`config.mk`:
```
export PLATFORM = sky130hd
export DESIGN_NAME = bounded_stack_with_search_unit
export DESIGN_NICKNAME = d
export VERILOG_FILES = /design/src/rtl/core/bss_pkg.sv /design/src/rtl/core/bss_ram.sv /design/src/rtl/core/bounded_stack_with_search_unit.sv
export SDC_FILE = /design/constraint.sdc
export NUM_CORES = 2
export LEC_CHECK = 0
export ABC_CLOCK_PERIOD_IN_PS = 6100
export BUFFER_PORTS_ARGS = -buffer_cell sky130_fd_sc_hd__buf_2
export CAP_MARGIN = 20
export CORE_MARGIN = 3
export CORE_UTILIZATION = 25
export DETAILED_ROUTE_END_ITERATION = 7
export SLEW_MARGIN = 20
export SYNTH_ARGS = -nofsm -noshare
export SYNTH_HDL_FRONTEND = slang
export SYNTH_HIERARCHICAL = 1
export SYNTH_SLANG_ARGS = --single-unit
export TNS_END_PERCENT = 30
```
`constraint.sdc`:
```
create_clock -name clk -period 6.1 [get_ports clk]
set_input_delay 0.915 -clock clk [delete_from_list [all_inputs] [get_ports clk]]
set_output_delay 0.915 -clock clk [all_outputs]
set_load 0.02 [all_outputs]
```
`src/rtl/core/bss_pkg.sv`:
```
// Package for the bounded stack with search: operation codes, field widths
// and default sizes. No dependencies.
package bss_pkg;

    localparam int WORD_W      = 32;   // stored word and key width
    localparam int KIND_W      = 2;
    localparam int CAP_W       = 7;    // capacity register width
    localparam int IDX_W       = 7;    // found_index field width
    localparam int CNT_W       = 7;    // count field width
    localparam int DEPTH_DEF   = 64;
    localparam int CAP_RESET   = 64;
    localparam int OUT_DATA_W  = 88;   // 81 bits of result, padded to bytes

    localparam logic [IDX_W-1:0] NO_MATCH = {IDX_W{1'b1}};  // -1

    typedef enum logic [KIND_W-1:0] {
        KIND_PUSH  = 2'd0,
        KIND_POP   = 2'd1,
        KIND_FIND  = 2'd2,
        KIND_CLEAR = 2'd3
    } kind_t;

endpackage

```
`src/rtl/core/bss_ram.sv`:
```
// Entry store of the stack: one write port, one read port with registered
// read data. Depends on bss_pkg for the default depth and word width.
module bss_ram #(
    parameter int DEPTH = bss_pkg::DEPTH_DEF,
    parameter int WIDTH = bss_pkg::WORD_W
) (
    input  logic                     clk,
    input  logic                     wr_en,
    input  logic [$clog2(DEPTH)-1:0] wr_addr,
    input  logic [WIDTH-1:0]         wr_data,
    input  logic                     rd_en,
    input  logic [$clog2(DEPTH)-1:0] rd_addr,
    output logic [WIDTH-1:0]         rd_data
);

    logic [WIDTH-1:0] mem [DEPTH];
    logic [WIDTH-1:0] rd_data_reg;

    always_ff @(posedge clk)
    begin
        if (wr_en)
        begin
            mem[wr_addr] <= wr_data;
        end
        if (rd_en)
        begin
            rd_data_reg <= mem[rd_addr];
        end
    end

    assign rd_data = rd_data_reg;

endmodule

```
`src/rtl/core/bounded_stack_with_search_unit.sv`:
```
// Bounded stack of signed 32-bit words with a bottom-up linear search.
// Push, clear, a pop that empties or fails and a find on an empty stack go
// straight to ST_DONE; a pop that leaves entries reads the new top in ST_POPRD;
// find compares entries in ST_SCAN (at most the fill count, one store read a
// cycle) up to a match or the top. One request at a time; a stalled result
// holds the unit. Reset: count 0, capacity 64, no result; entries kept.
module bounded_stack_with_search_unit #(
    parameter int DEPTH = bss_pkg::DEPTH_DEF
) (
    input  logic                                  clk,
    input  logic                                  rst_n,
    // configuration: capacity
    input  logic                                  cfg_wr_en,
    input  logic [bss_pkg::CAP_W-1:0]             cfg_wr_data,
    // request stream
    input  logic                                  s_axis_tvalid,
    output logic                                  s_axis_tready,
    input  logic [bss_pkg::WORD_W-1:0]            s_axis_tdata,  // [31:0] value
    input  logic [bss_pkg::KIND_W-1:0]            s_axis_tuser,  // [1:0] kind
    // result stream
    output logic                                  m_axis_tvalid,
    input  logic                                  m_axis_tready,
    // [0] ok, [7:1] found_index, [14:8] count, [46:15] top_value,
    // [78:47] bottom_value, [79] full_res, [80] empty_res, [87:81] zero
    output logic [bss_pkg::OUT_DATA_W-1:0]        m_axis_tdata
);

    import bss_pkg::*;

    localparam int AW = (DEPTH > 1) ? $clog2(DEPTH) : 1;   // entry address
    localparam int CW = $clog2(DEPTH + 1);                 // fill count
    localparam int MW = (CW > CAP_W) ? CW : CAP_W;         // capacity compare

    // Sequencer: idle, wait for the new top after a pop, scan for find,
    // then hold until the result register is free.
    typedef enum logic [3:0] {
        ST_IDLE  = 4'b0001,
        ST_POPRD = 4'b0010,
        ST_SCAN  = 4'b0100,
        ST_DONE  = 4'b1000
    } state_t;

    state_t               state_reg, state_next;
    logic [CW-1:0]        count_reg, count_next;
    logic [CAP_W-1:0]     capacity_reg;
    logic                 out_valid_reg, out_valid_next;

    // payload, no reset needed
    logic [WORD_W-1:0]    top_reg, top_next;
    logic [WORD_W-1:0]    bottom_reg, bottom_next;
    logic [WORD_W-1:0]    key_reg, key_next;
    logic [AW-1:0]        scan_reg, scan_next;
    logic                 ok_reg, ok_next;
    logic [IDX_W-1:0]     found_reg, found_next;
    logic [OUT_DATA_W-1:0] out_data_reg, out_data_next;

    // entry store ports
    logic                 ram_wr_en;
    logic [AW-1:0]        ram_wr_addr;
    logic                 ram_rd_en;
    logic [AW-1:0]        ram_rd_addr;
    logic [WORD_W-1:0]    ram_rd_data;

    // effective capacity is the register saturated to the built depth
    logic [MW-1:0]        cap_eff;
    logic [MW-1:0]        count_ext;
    logic                 full_now;
    logic                 empty_now;
    logic                 req_take;
    logic                 out_free;
    logic                 scan_last;

    bss_ram #(
        .DEPTH (DEPTH),
        .WIDTH (WORD_W)
    ) u_ram (
        .clk     (clk),
        .wr_en   (ram_wr_en),
        .wr_addr (ram_wr_addr),
        .wr_data (s_axis_tdata),
        .rd_en   (ram_rd_en),
        .rd_addr (ram_rd_addr),
        .rd_data (ram_rd_data)
    );

    assign count_ext = MW'(count_reg);
    assign cap_eff   = (MW'(capacity_reg) > MW'(DEPTH)) ? MW'(DEPTH) : MW'(capacity_reg);
    assign full_now  = (count_ext >= cap_eff);
    assign empty_now = (count_reg == '0);

    assign s_axis_tready = (state_reg == ST_IDLE);
    assign req_take      = s_axis_tvalid && s_axis_tready;
    assign out_free      = !out_valid_reg || m_axis_tready;
    assign scan_last     = ((CW'(scan_reg) + CW'(1)) == count_reg);

    always_comb
    begin
        state_next     = state_reg;
        count_next     = count_reg;
        out_valid_next = out_valid_reg;
        top_next       = top_reg;
        bottom_next    = bottom_reg;
        key_next       = key_reg;
        scan_next      = scan_reg;
        ok_next        = ok_reg;
        found_next     = found_reg;
        out_data_next  = out_data_reg;
        ram_wr_en      = 1'b0;
        ram_wr_addr    = AW'(count_reg);
        ram_rd_en      = 1'b0;
        ram_rd_addr    = scan_reg;

        if (out_valid_reg && m_axis_tready)
        begin
            out_valid_next = 1'b0;
        end

        unique case (state_reg)
            ST_IDLE:
            begin
                if (req_take)
                begin
                    key_next   = s_axis_tdata;
                    ok_next    = 1'b1;
                    found_next = NO_MATCH;
                    state_next = ST_DONE;
                    unique case (kind_t'(s_axis_tuser))
                        KIND_PUSH:
                        begin
                            if (!full_now)
                            begin
                                ram_wr_en  = 1'b1;
                                top_next   = s_axis_tdata;
                                if (empty_now)
                                begin
                                    bottom_next = s_axis_tdata;
                                end
                                count_next = count_reg + CW'(1);
                            end
                            else
                            begin
                                ok_next = 1'b0;
                            end
                        end
                        KIND_POP:
                        begin
                            if (!empty_now)
                            begin
                                count_next = count_reg - CW'(1);
                                // two or more held: fetch the entry below the top
                                if (count_reg > CW'(1))
                                begin
                                    ram_rd_en   = 1'b1;
                                    ram_rd_addr = AW'(count_reg - CW'(2));
                                    state_next  = ST_POPRD;
                                end
                            end
                            else
                            begin
                                ok_next = 1'b0;
                            end
                        end
                        KIND_FIND:
                        begin
                            if (!empty_now)
                            begin
                                scan_next   = '0;
                                ram_rd_en   = 1'b1;
                                ram_rd_addr = '0;
                                state_next  = ST_SCAN;
                            end
                        end
                        KIND_CLEAR:
                        begin
                            count_next = '0;
                        end
                        default:
                        begin
                            state_next = ST_DONE;
                        end
                    endcase
                end
            end
            ST_POPRD:
            begin
                top_next   = ram_rd_data;
                state_next = ST_DONE;
            end
            ST_SCAN:
            begin
                // ram_rd_data holds the entry at scan_reg
                if (ram_rd_data == key_reg)
                begin
                    found_next = IDX_W'(scan_reg);
                    state_next = ST_DONE;
                end
                else if (scan_last)
                begin
                    state_next = ST_DONE;
                end
                else
                begin
                    scan_next   = scan_reg + AW'(1);
                    ram_rd_en   = 1'b1;
                    ram_rd_addr = scan_reg + AW'(1);
                end
            end
            ST_DONE:
            begin
                if (out_free)
                begin
                    out_data_next = '0;
                    out_data_next[0]     = ok_reg;
                    out_data_next[7:1]   = found_reg;
                    out_data_next[14:8]  = CNT_W'(count_reg);
                    out_data_next[46:15] = empty_now ? '0 : top_reg;
                    out_data_next[78:47] = empty_now ? '0 : bottom_reg;
                    out_data_next[79]    = full_now;
                    out_data_next[80]    = empty_now;
                    out_valid_next       = 1'b1;
                    state_next           = ST_IDLE;
                end
            end
            default:
            begin
                state_next = ST_IDLE;
            end
        endcase
    end

    always_ff @(posedge clk or negedge rst_n)
    begin
        if (!rst_n)
        begin
            state_reg     <= ST_IDLE;
            count_reg     <= '0;
            capacity_reg  <= CAP_W'(CAP_RESET);
            out_valid_reg <= 1'b0;
        end
        else
        begin
            state_reg     <= state_next;
            count_reg     <= count_next;
            out_valid_reg <= out_valid_next;
            if (cfg_wr_en)
            begin
                capacity_reg <= cfg_wr_data;
            end
        end
    end

    always_ff @(posedge clk)
    begin
        top_reg      <= top_next;
        bottom_reg   <= bottom_next;
        key_reg      <= key_next;
        scan_reg     <= scan_next;
        ok_reg       <= ok_next;
        found_reg    <= found_next;
        out_data_reg <= out_data_next;
    end

    assign m_axis_tvalid = out_valid_reg;
    assign m_axis_tdata  = out_data_reg;

endmodule

```
======== After elaboration in Yosys (flattened, before gate mapping) ========
Memory sizes are Yosys's and may differ from the RTL's. A register that Yosys moved wholly into a read port is not among the register bits.
Index checks and enable logic that the tools add are counted.
storage, ports and cells
  input bits .............................. 46
  logic and storage cells ................. 106
  register bits ........................... 210
  output and inout port bits .............. 90
  memories kept ........................... 1
  RAM bits ................................ 2048
memory list
  memory     words  bits a word  rd ports  clocked after Yosys merged registers in  wr ports  RTL line       RTL
  u_ram.mem  64     32           1         1                                        1         bss_ram.sv:16  logic [WIDTH-1:0] mem [DEPTH];
operators by class
  muxes and demuxes ....................... 49
  eq/ne operators ......................... 18
  $add $sub $neg .......................... 5
  bitwise gates (word level) .............. 1
  magnitude comparators ................... 3
  reduce and logical (&&, ||, !) cells .... 17
operators by type and width
  kind                   count
  $mux W32               3
  $pmux W32 S2           1
  $mux W6                8
  $pmux W6 S2            3
  $mux W7                5
  $eq A32 B32 Y1         1
  $mux W4                7
  $pmux W7 S3            1
  $pmux W4 S4            1
  $mux W1                15
  $pmux W7 S2            1
  $ne A2 B2 Y1 const B   5
  $reduce_and A5 Y1      2
  $reduce_and A3 Y1      3
  $pmux W4 S2            1
  $add A6 B1 Y7 const B  1
  $add A7 B1 Y7 const B  1
  $eq A7 B7 Y1           1
  $ge A7 B7 Y1           1
  $gt A7 B1 Y1 const B   1
  $gt A7 B7 Y1 const B   1
  $logic_not A7 Y1       1
  $sub A7 B1 Y7 const B  1
  $add A6 B1 Y6 const B  1
  other kinds (19)       27

======== Longest topological paths before layout ========
  depth after elaboration ................. 9
  mapped depth ............................ 20

======== Cells and area by module ========
Netlist, hierarchy kept.
by module, submodules not included
  module                          area each (µm²)  cells an instance  instances  sequential area each (µm²)
  bss_ram                         78838.1          3324               1          62459.9
  bounded_stack_with_search_unit  9131.3           623                1          6213.5

======== Least setup slack after synthesis ========
No wires, ideal clock.
  path type ............................... in2reg
  start ................................... input m_axis_tready
  end ..................................... register out_data_reg[0] (netlist: m_axis_tdata[0]) (enable)
  data arrival time ....................... 4.665 ns
  stages on the path ...................... 2
  slack ................................... 0.905 ns
  cell sequence ........................... nand2b_1 nor2b_1
on the way
  word-level cells in the longest chain between the ends .. 2
RTL lines
  element                      RTL line                               RTL
  start: declaration           bounded_stack_with_search_unit.sv:22   input logic m_axis_tready,
  $logic_or A1 B1 Y1           bounded_stack_with_search_unit.sv:93   assign out_free = !out_valid_reg || m_axis_tready;
  $reduce_and A2 Y1 (no line)  --
  end signal: assignment       bounded_stack_with_search_unit.sv:260  out_data_reg <= out_data_next;
  end: declaration             bounded_stack_with_search_unit.sv:55   logic [OUT_DATA_W-1:0] out_data_reg, out_data_next;
Every way passes these cells.
A chain may end at the register's enable or synchronous reset.

======== Final worst setup path ========
  start ................................... register scan_reg[0]
  end ..................................... register u_ram.rd_data_reg[31] (netlist: u_ram/rd_data[31]) (read register of u_ram.mem), data pin
on the way
  word-level cells in the longest chain between the ends .. 5
RTL lines
  element                                          RTL line                                                                     RTL
  start: declaration                               bounded_stack_with_search_unit.sv:52                                         logic [AW-1:0] scan_reg, scan_next;
  start signal: assignment                         bounded_stack_with_search_unit.sv:257                                        scan_reg <= scan_next;
  $add A6 B1 Y7 / $mux W6 (equally long branches)  bounded_stack_with_search_unit.sv:94, bounded_stack_with_search_unit.sv:151
  $eq A7 B7 Y1 / $mux W6 (equally long branches)   bounded_stack_with_search_unit.sv:94, bounded_stack_with_search_unit.sv:147
  $mux W6 / $pmux W6 S2 (equally long branches)    --
  $mux W6, on equally long branches                --
  $pmux W6 S2 (*)                                  bounded_stack_with_search_unit.sv:118                                        unique case (state_reg)
  named net ram_rd_addr[0]                         bounded_stack_with_search_unit.sv:61                                         logic [AW-1:0] ram_rd_addr;
  end: declaration                                 bss_ram.sv:17                                                                logic [WIDTH-1:0] rd_data_reg;
Mark *: on every way through the listed nets, which the timed path passes. The rest lies on a longest branch.

==> flow_summary.toml <==
[timing]
rsz0062_at_grt = "false"
finalSetupTns_ps = 0
slew_headroom_pct = 22.44
fmax_mhz = 171.5
hold_violations = 0
slew_viol_final = 0
finalSetupViolCount = 0
min_period_ps = 5830
fin_skew_ps = 51.64
period_share_pct = 95.57
worstMarginPinSlew_ps = 1163

[layout]
multi_input_area_sq_um = 18750
layout_commonest_cell = "edfxtp_1"
drive_gt1_share_pct = 29.72
n_fill_cell = 33590
final_net_count = 4382
ff_latch_area_sq_um = 68670
final_cell_mix = "edfxtp_1 (2271), mux4_2 (544), clkbuf_16 (224)"
fin_cells = 9106
regMostFlops = "u_ram/mem"
syn_to_final_growth_pct = 17.10
largest_reg_flops = 2048

[synth]
postSynthCellCount = 3947
ys_warn_count = 6
yosysTopAreaCell = "edfxtp_1"
syn_area_per_cell_sq_um = 22.29
synth-edff-count = 2271
synthDistinctLibCells = 73
yosys-top-cells-area = "edfxtp_1 (78%), mux4_2 (14%), mux2i_1 (1.1%), nor2_1 (0.63%), o22ai_1 (0.61%)"
netlist_area_sq_um = 87970
synth-async-reset-ratio_pct = 0.8297
yosysSeqAreaShare_pct = 78.07
yosysTopAreaCellShare_pct = 77.52
synthFlopType = "edfxtp_1"
ys_seq_elements = 2290

[clock_network]
cts_root_buf = "clkbuf_16"
hold_buffers = 0
numCtsBuffers = 222
clk_latency_ps = 870
clk_pin_slew_worst_paths_ps = 60
cts_htree_levels = 4
cts_tree = "yes"
clk_path_buf_depth = 3
clock_sinks = 2290

[route]
drtAntennaViolNets = 0
post_drt_via_cell_ratio = 4.756
drt_iter0_markers = 5410
vias = 43310
routed_wl_microns = 236700
wl_per_cell_microns = 26.00
drc = 0
drtPass1Iterations = 7

[pwr]
power.leakage_nw = 31.56
power_density_nw_per_um2 = 365.8
totalPowerFinal_mw = 37.68
irDropWorstVdd_v = 0.0002604

[critical_path]
criticalPathCategory = "reg -> reg"
required_ps = 6600
crit_path_start_kind = "flip-flop"
reg2regPathDepth = 13
cp-end-kind = "flip-flop"
crit_arrival_ps = 6330
cp_max_fo = 53

[floorplanning]
die_area_sq_um = 359000
die_w_microns = 599.2
num_rows = 217
core_region_area_sq_um = 350000
initial_utilization_pct = 25.14
io_pins = 136
die_y_microns = 599.2

[placed_design]
globalplace.congestion = 0.8193
portBuffers = 128
dp.cells = 8690
dp_hpwl_microns = 135000

[grt]
antenna_found_initial = 29
grt_pass1_vias = 43110
grt_pass1_wl_microns = 332800
grt_overflow = 0
grt_max_degree = 72
track_usage_pct = 12.94

[status]
status = "complete, no violations"

[hold_path]
hold_path_class = "in -> async"

[flow_run]
cap_violations = 0
layout make-up:
cell class	count	share of cell area [%]
repair buffers	352	2.667
diodes	8	0.01943
clock buffers	276	5.641
clock inverters	131	1.147
multi-input cells	1430	18.20
well taps	4599	5.586
flip-flops and latches	2290	66.66
inverters	20	0.07288
per-stage QoR:
step,setup slack [ps],hold WS [ps],area (sq um),util (%)
2_1_floorplan,905.1,400.3,87990,-
3_3_place_gp,25.74,411.4,95970,27.42
3_5_place_dp,-109.6,404.5,95970,27.42
4_1_cts,128.4,8.217,103000,29.42
5_1_grt,135.0,48.25,103000,29.43
6_report,270.0,43.42,103000,29.43
metal layers:
layer	part of all wire (%)	vias up	GRT usage (%)
met4	2.5	20	3.510
met2	46	2243	20.23
met5	0.057	-	0
met1	41	23360	18.09
li1	-	17350	-
met3	10	335	2.924
final timing paths:
kind,start,endpoint,slack (ps)
max in group asynchronous,rst_n,state_reg[0],5700
worst max-delay path,scan_reg[0],u_ram/rd_data[31],270
min in group clk,s_axis_tdata[19],u_ram/mem[13][19],310
worst min-delay path,rst_n,capacity_reg[4],40
worst max register to register,scan_reg[0],u_ram/rd_data[31],270
worst min register to register,found_reg[1],m_axis_tdata[2],420
kinds of logic (layout without fill, tap and decap cells):
family | Yosys count | after routing | synth area share (%)
other | 1 | 15 | 0.004263
xor gates and xnor gates | 40 | 40 | 0.3982
adders and majority gates | 20 | 20 | 0.2845
muxes | 679 | 679 | 15.52
buffers and inverters | 233 | 779 | 1.287
and+or+nand+nor | 406 | 406 | 2.330
DFF | 2290 | 2290 | 78.07
AOI/OAI and AO/OA | 278 | 278 | 2.112
worst max-delay path: stages (launching register included):
cell and delay, ps:
edfxtp_1 490, ha_1 300, and2_1 200, a211o_1 330
a31oi_1 270, a311oi_4 140, nor3_4 540, o32a_4 430
buf_12 310, buf_12 390, mux4_2 590, mux4_2 500
o22ai_1 580, nor2_1 310
power by group:
| group | internal (mW) | switching, mW | total (mW) |
|---|---|---|---|
| logic | 2.48 | 4.00 | 6.48 |
| registers | 17.8 | 0.197 | 18.0 |
| clock network | 7.40 | 5.84 | 13.2 |
cell usage after synthesis, types with 27 or more instances:
cell         n
edfxtp_1  2271
mux4_2     544
nor2_1     147
mux2i_1     96
clkbuf_1    90
o22ai_1     86
a21oi_1     77
and2_1      72
nand2_1     69
buf_2       62
mux2_2      39
xor2_1      35
buf_4       34
o221ai_1    27
what timing repair did:
item                       4_1_cts  5_1_grt
gates resized for setup          1        0
pin swaps                        0        1
cloned                           0        0
setup buffers                    0        1
setup endpoints to repair        3        1
(Power assumes the default switching activity.)
